`src/rtl/latency_histogram_percentile_defines.svh`:
```
`ifndef LATENCY_HISTOGRAM_PERCENTILE_DEFINES_SVH
`define LATENCY_HISTOGRAM_PERCENTILE_DEFINES_SVH

// check a property on the block clock, off during reset
`define LHP_CHECK(label, prop, msg) \
   label: assert property (@(posedge clock) disable iff (reset) prop) else $error(msg);

// check a property only when a result word is offered
`define LHP_RSP_CHECK(label, prop, msg) \
   `LHP_CHECK(label, rsp_valid |-> (prop), msg)

`endif

```
`src/rtl/lhp_pkg.sv`:
```
`timescale 1ns / 1ps
`default_nettype none
package lhp_pkg;

   localparam int LIN_BUCKETS = 16;
   localparam int SUB_PER_OCT = 8;
   localparam int SUB_SHIFT   = 3;
   localparam int CUM_W       = 48;
   localparam int TGT_W       = 39;
   localparam int DIV_STEPS   = 64;
   localparam logic [6:0] PCT_MIN = 7'd1;
   localparam logic [6:0] PCT_MAX = 7'd100;

   typedef enum logic [0:0] {
      REQ_PUSH  = 1'b0,
      REQ_QUERY = 1'b1
   } req_kind_type;

   typedef struct packed {
      logic        req_type;
      logic [31:0] sample_value;
      logic [6:0]  percent;
   } req_word_type;

   typedef struct packed {
      logic [31:0] min_value;
      logic [31:0] max_value;
      logic [31:0] avg_value;
      logic [31:0] pct_value;
      logic [31:0] sample_count;
   } rsp_word_type;

   typedef struct packed {
      logic         valid;
      req_word_type word;
   } lhp_queue_type;

   typedef enum logic [2:0] {
      ST_CLEAR,
      ST_IDLE,
      ST_PUSH_RD,
      ST_PUSH_WR,
      ST_DIV,
      ST_WALK_RD,
      ST_WALK_ACC,
      ST_OUT
   } lhp_state_type;

   function automatic logic [4:0] lead_bit(input logic [31:0] v);
      logic [4:0] e;
      e = 5'd0;
      for (int i = 1; i < 32; i++) begin
         if (v[i]) begin
            e = 5'(i);
         end
      end
      return e;
   endfunction

   function automatic logic [7:0] bucket_of(input logic [31:0] v, input logic [4:0] top_exp,
                                           input logic [7:0] ovf);
      logic [4:0]  e;
      logic [31:0] sh;
      logic [7:0]  res;
      e  = lead_bit(v);
      sh = v >> (e - 5'd3);
      if (v < 32'(LIN_BUCKETS)) begin
         res = v[7:0];
      end else if (e > top_exp) begin
         res = ovf;
      end else begin
         res = 8'(LIN_BUCKETS) + {e[4:0] - 5'd4, 3'b000} + {5'd0, sh[2:0]};
      end
      return res;
   endfunction

   function automatic logic [32:0] bucket_top(input logic [7:0] idx);
      logic [7:0]  k;
      logic [5:0]  s;
      logic [32:0] res;
      k = idx - 8'(LIN_BUCKETS);
      s = 6'(k[7:3]) + 6'd1;
      if (idx < 8'(LIN_BUCKETS)) begin
         res = 33'(idx);
      end else begin
         res = ((33'd8 + 33'(k[2:0])) << s) + (33'd1 << s) - 33'd1;
      end
      return res;
   endfunction

endpackage
`default_nettype wire

```
`src/rtl/lhp_front.sv`:
```
`timescale 1ns / 1ps
`default_nettype none
module lhp_front import lhp_pkg::*; (
   input  wire logic          clock,
   input  wire logic          reset,
   input  wire logic          req_valid,
   output logic               req_ready,
   input  wire req_word_type  req_word,
   output lhp_queue_type      queue_out,
   input  wire logic          queue_pop
);

   req_word_type slot_ff [2];
   logic [1:0]   cnt_ff, cnt_in;
   logic         wr_ptr_ff, wr_ptr_in;
   logic         rd_ptr_ff, rd_ptr_in;
   logic         push, pop;

   assign req_ready = (cnt_ff != 2'd2);
   assign push      = req_valid && req_ready;
   assign pop       = queue_pop && (cnt_ff != 2'd0);

   assign queue_out.valid = (cnt_ff != 2'd0);
   assign queue_out.word  = slot_ff[rd_ptr_ff];

   always_comb begin
      wr_ptr_in = push ? !wr_ptr_ff : wr_ptr_ff;
      rd_ptr_in = pop ? !rd_ptr_ff : rd_ptr_ff;
      cnt_in    = cnt_ff + 2'(push) - 2'(pop);
   end

   always_ff @(posedge clock) begin
      if (reset) begin
         cnt_ff    <= 2'd0;
         wr_ptr_ff <= 1'b0;
         rd_ptr_ff <= 1'b0;
      end else begin
         cnt_ff    <= cnt_in;
         wr_ptr_ff <= wr_ptr_in;
         rd_ptr_ff <= rd_ptr_in;
      end
   end

   always_ff @(posedge clock) begin
      if (push) begin
         slot_ff[wr_ptr_ff] <= req_word;
      end
   end

endmodule
`default_nettype wire

```
`config.mk`:
```
export PLATFORM = sky130hd
export DESIGN_NAME = lhp_front
export DESIGN_NICKNAME = d
export VERILOG_FILES = /design/src/rtl/latency_histogram_percentile_defines.svh /design/src/rtl/lhp_pkg.sv /design/src/rtl/lhp_front.sv
export SDC_FILE = /design/constraint.sdc
export NUM_CORES = 1
export LEC_CHECK = 0
export ABC_CLOCK_PERIOD_IN_PS = 2300
export BUFFER_PORTS_ARGS = -buffer_cell sky130_fd_sc_hd__buf_4
export CAP_MARGIN = 20
export CORE_ASPECT_RATIO = 0.5
export CORE_MARGIN = 5
export CORE_UTILIZATION = 30
export DETAILED_ROUTE_END_ITERATION = 8
export PLACE_DENSITY = 0.56
export SETUP_SLACK_MARGIN = 0.2
export SLEW_MARGIN = 20
export SYNTH_ARGS = -nofsm -noshare
export SYNTH_HDL_FRONTEND = slang
export SYNTH_SLANG_ARGS = --single-unit
export TNS_END_PERCENT = 20
```
`constraint.sdc`:
```
create_clock -name clock -period 2.3 [get_ports clock]
set_input_delay 0.23 -clock clock [delete_from_list [all_inputs] [get_ports clock]]
set_output_delay 0.23 -clock clock [all_outputs]
set_load 0.02 [all_outputs]
```
# [Word level (Yosys, flattened, before mapping)]
# Memory sizes are Yosys's and may differ from the RTL's. A register that Yosys moved wholly into a read port is not among the register bits.
# Index checks and enable logic that the tools add are counted.
[classes] n_addsub=2 eq_ne=1 mux=4 n_reduce_logical=5
[ops] operator="1-bit two-way mux" count=4
[ops] operator="2-bit by 1-bit adder with 2-bit output" count=1
[ops] operator="1-bit logical AND" count=2
[ops] operator="1-bit logical NOT" count=2
[ops] operator="2-bit != test (second input constant)" count=1
[ops] operator="2-bit nonzero test" count=1
[ops] operator="2-bit by 1-bit subtractor with 2-bit output" count=1
[totals] reg_bits=4 mem_bits_rw=80 output_inout_bits=42 word_cells=16 n_memories=1
[memory_table] memory="slot_ff" words=2 width=40 rd=1 rd_clocked_by_memory_dff=1 wr=1 line="lhp_front.sv:13" text="req_word_type slot_ff [2];"

# [Logic depth before layout (Yosys ltp)]
[logic_depth] depth_word=4 mapped_depth=6 depth_no_buf=6

# [Least setup slack after synthesis]
# No wires, ideal clock.
[synth_path] kind="reg-to-reg" startpoint="register cnt_ff[0]" endpoint="memory slot_ff[1][0] (netlist name) (enable)" setup_time_ps=401 arrival_ps=1740 required_time_ps=1899 path_slack_ps=158 path_stages_with_launch=3 n_path_buf=0 period_less_slack_ps=2142 path_cell_list="dfxtp_1 nand2b_1 and3_1"
[synth_via] elab_chain_cells=4
[synth_lines] item="start, declared" line="lhp_front.sv:14" text="logic [1:0] cnt_ff, cnt_in;"
[synth_lines] item="start signal, assigned" line="lhp_front.sv:38" text="cnt_ff <= cnt_in;"
[synth_lines] item="2-bit != test" line="lhp_front.sv:19" text="assign req_ready = (cnt_ff != 2'd2);"
[synth_lines] item="net req_ready" line="lhp_front.sv:7" text="output logic req_ready,"
[synth_lines] item="1-bit logical AND" line="lhp_front.sv:20" text="assign push = req_valid && req_ready;"
[synth_lines] item="1-bit two-way mux" line="lhp_front.sv:45" text="if (push) begin"
[synth_lines] item="1-bit two-way mux (implied by the code)" line="lhp_front.sv:46" text="slot_ff[wr_ptr_ff] <= req_word;"
[synth_lines] item="end, declared" line="lhp_front.sv:13"
# The timed path passes the listed nets, and every way through them passes these cells.

# [Final worst setup path]
[layout_path] startpoint="register cnt_ff[1]" endpoint="register cnt_ff[1]"
[layout_via] elab_chain_cells=4 word_cells_on_any_way=6 cone_classes="add/sub: 2; eq/ne: 1; reduce/logical: 3"
[layout_lines] item="2-bit != test" line="lhp_front.sv:19"
[layout_lines] item="1-bit logical AND" line="lhp_front.sv:20"
[layout_lines] item="2-bit by 1-bit adder with 2-bit output" line="lhp_front.sv:29" text="cnt_in = cnt_ff + 2'(push) - 2'(pop);"
[layout_lines] item="2-bit by 1-bit subtractor with 2-bit output *" line="lhp_front.sv:29"
# Mark *: on every way between the ends. The rest lies on a longest branch, timed or not.
# A chain may end at the register's enable or synchronous reset.

==> flow_summary.yaml <==
status:
  status: "finished clean"
global_route:
  antenna_found_initial: 0
  grt_pass1_wl_um: 8850
  grt_max_degree: 41
  grt_pass1_vias: 1783
  gr-total-overflow: 0
  grt.total_usage: 0.0932
setup_path:
  worstSetupStartpointType: "flip-flop"
  r2r-end: "cnt_ff[1]$_SDFF_PP0_"
  crit_start: "cnt_ff[1]$_SDFF_PP0_"
  endpoint_kind: "flip-flop"
  critPathKind: "flip-flop to flip-flop"
  r2r_start: "cnt_ff[1]$_SDFF_PP0_"
  reg2reg_depth: 6
  cp.arrival_ns: 1.90
  cp_max_fo: 7
  rrSetupSlack_ns: 0.60
  critPathRequiredTime_ns: 2.50
detailed_routing:
  top_layer_used: "met4"
  viasPerCell: 4.14
  vias: 1622
  wirelength_um: 5680
  drt_first_pass_iters: 3
  drt_first_iter_violations: 42
  routed-wl-met2_um: 3310
  wl_met1_um: 2040
  postRouteAntennaNets: 0
  routedWlPerCell_um: 14.5
  drcViolationCount: 0
  wl_met3_um: 234
clocking:
  insertion_delay_ns: 0.33
  cts_buffers: 9
  post_cts_resized: 0
  clk_pin_slew_worst_paths_ns: 0.06
  htree_levels: 3
  cts_hold_buffers: 0
  cts_num_sinks: 85
  clockBufferDepth: 2
  cts_tree: "yes"
  root_buffer: "clkbuf_16"
  cts_setup_buffers: 0
placed_design:
  io_buffers: 85
  dp_hpwl_um: 3840
  post-place-cells: 377
  gp_congestion: 0.644
  dp_slack_ns: 0.595
floorplanning:
  pin_count: 86
  die_area_um2: 12700
  die_w_um: 155
  core_um2: 10200
  initial_core_util: 0.307
  dieHeight_um: 82.3
  num_rows: 26
hold_path:
  worstHoldStart: "req_word[29]"
  hold_depth: 1
  hold_class: "primary input to flip-flop"
  hold_end: "slot_ff[0][29]$_DFFE_PP_"
layout:
  area_growth_pct: 36.3
  drive_gt1_frac: 0.417
  final_common_cell: "buf_4"
  final_cell_mix: "buf_4, edfxtp_1, mux2_1"
  antenna_cells: 0
  layoutNonFillerInstCount: 392
  final_nets: 293
sta:
  clock_skew_ns: 0.00465
  fin_hold_ws_ns: 0.0830
  period_minus_slack_ns: 1.70
  slew_viol_final: 0
  hold_violations: 0
  finalSetupTns_ns: 0
  finalSetupViolations: 0
  rsz0062_at_grt: "no"
  timing.final.ws_setup_ns: 0.602
  max_slew_margin: 0.708
  finalCritPeriodShare: 0.738
  clock.fmax_mhz: 589
  worst_slew_pin_slew_ns: 0.432
power_and_ir_drop:
  power_density_nw_per_um2: 1010
  power.total_w: 0.00433
  leakagePower_nw: 1.60
  ir_worst_vdd_uv: 401
logic_synthesis:
  ys_ff_latch: 85
  synthesis.nets: 198
  yosysTopAreaCell: "edfxtp_1"
  synth_cells: 153
  ys_seq_area_frac: 0.799
  avgSynthCellArea_um2: 20.5
  synth_top_area_frac: 0.767
  ys_warn_count: 0
  syn_area_um2: 3130
  yosys-top-cells-area: "edfxtp_1, mux2_1, dfxtp_1"
  synth_cell_types: 23
job:
  maxCapViolations: 0
==> per-layer routing <==
layer	vias to the layer above	track usage
met5	-	0
met4	0	0.0370
met3	10	0.0375
met2	27	0.182
met1	801	0.0899
li1	784	-
==> cell families after synthesis <==
| logic type | Yosys count | share of synthesized area |
|---|---|---|
| AOI/OAI and AO/OA | 6 | 0.0140 |
| adders and majority gates | 1 | 0.00399 |
| muxes | 40 | 0.144 |
| DFF | 85 | 0.799 |
| buffers and inverters | 5 | 0.00759 |
| and+or+nand+nor | 15 | 0.0292 |
| xor gates and xnor gates | 1 | 0.00280 |
==> where the power goes <==
group / switching, W / leakage [nW] / internal (W)
clock network: 0.000524 / 0.140 / 0.000828
logic: 0.000575 / 0.666 / 0.000480
registers: 0.0000459 / 0.790 / 0.00188
==> worst max-delay path, stage by stage, from the launching register on <==
cell,delay [ns]
dfxtp_1,0.42
nor2b_1,0.24
o21ba_1,0.17
nor2_1,0.05
ha_1,0.20
nor4_1,0.41
nor3_2,0.09
==> flip-flops by register name, indices dropped and copies added (netlist names), named ones only <==
signal / cells
wr_ptr_ff: 1
rd_ptr_ff: 1
slot_ff: 80
cnt_ff: 2
==> stage by stage <==
stage               area [um2]  utilization
global route              4270        0.418
finish                    4270        0.418
detailed placement        3990        0.390
global placement          3990        0.390
CTS                       4270        0.418
floorplan                 3130            -
==> cells in the mapped netlist <==
| cell type | count |
|---|---|
| edfxtp_1 | 80 |
| mux2_1 | 40 |
| dfxtp_1 | 5 |
| buf_2 | 4 |
| nor2_1 | 4 |
| and3_1 | 2 |
| nor2b_1 | 2 |
| a21bo_1 | 1 |
| a21oi_1 | 1 |
| ha_1 | 1 |
| inv_1 | 1 |
| nand2b_1 | 1 |
| nand3_1 | 1 |
| nand3b_1 | 1 |
| nor3_2 | 1 |
| nor4_1 | 1 |
| nor4bb_1 | 1 |
| o21ai_0 | 1 |
| o21ai_1 | 1 |
| o21ba_1 | 1 |
| o31a_1 | 1 |
| or2_2 | 1 |
| xor2_1 | 1 |
==> area by class of cell <==
type | count | area [um2]
repair buffers | 88 | 698
clock inverters | 5 | 52.6
flip-flops and latches | 85 | 2500
fillers | 946 | 5940
well taps | 140 | 175
multi-input cells | 63 | 608
clock buffers | 10 | 229
inverters | 1 | 3.75
==> worst max path at each step <==
| stage | endpoint | slack [ns] | depth (start not counted) |
|---|---|---|---|
| 6_report | cnt_ff[1]$_SDFF_PP0_ | 0.60 | 6 |
| 2_1_floorplan | slot_ff[0][0]$_DFFE_PP_ | 0.30 | 3 |
| 5_1_grt | cnt_ff[1]$_SDFF_PP0_ | 0.42 | 6 |
| 3_3_place_gp | cnt_ff[1]$_SDFF_PP0_ | 0.81 | 6 |
| 3_5_place_dp | cnt_ff[1]$_SDFF_PP0_ | 0.59 | 6 |
| 4_1_cts | queue_out[37] | 0.58 | 3 |
Power figures use the tool's default switching activity.
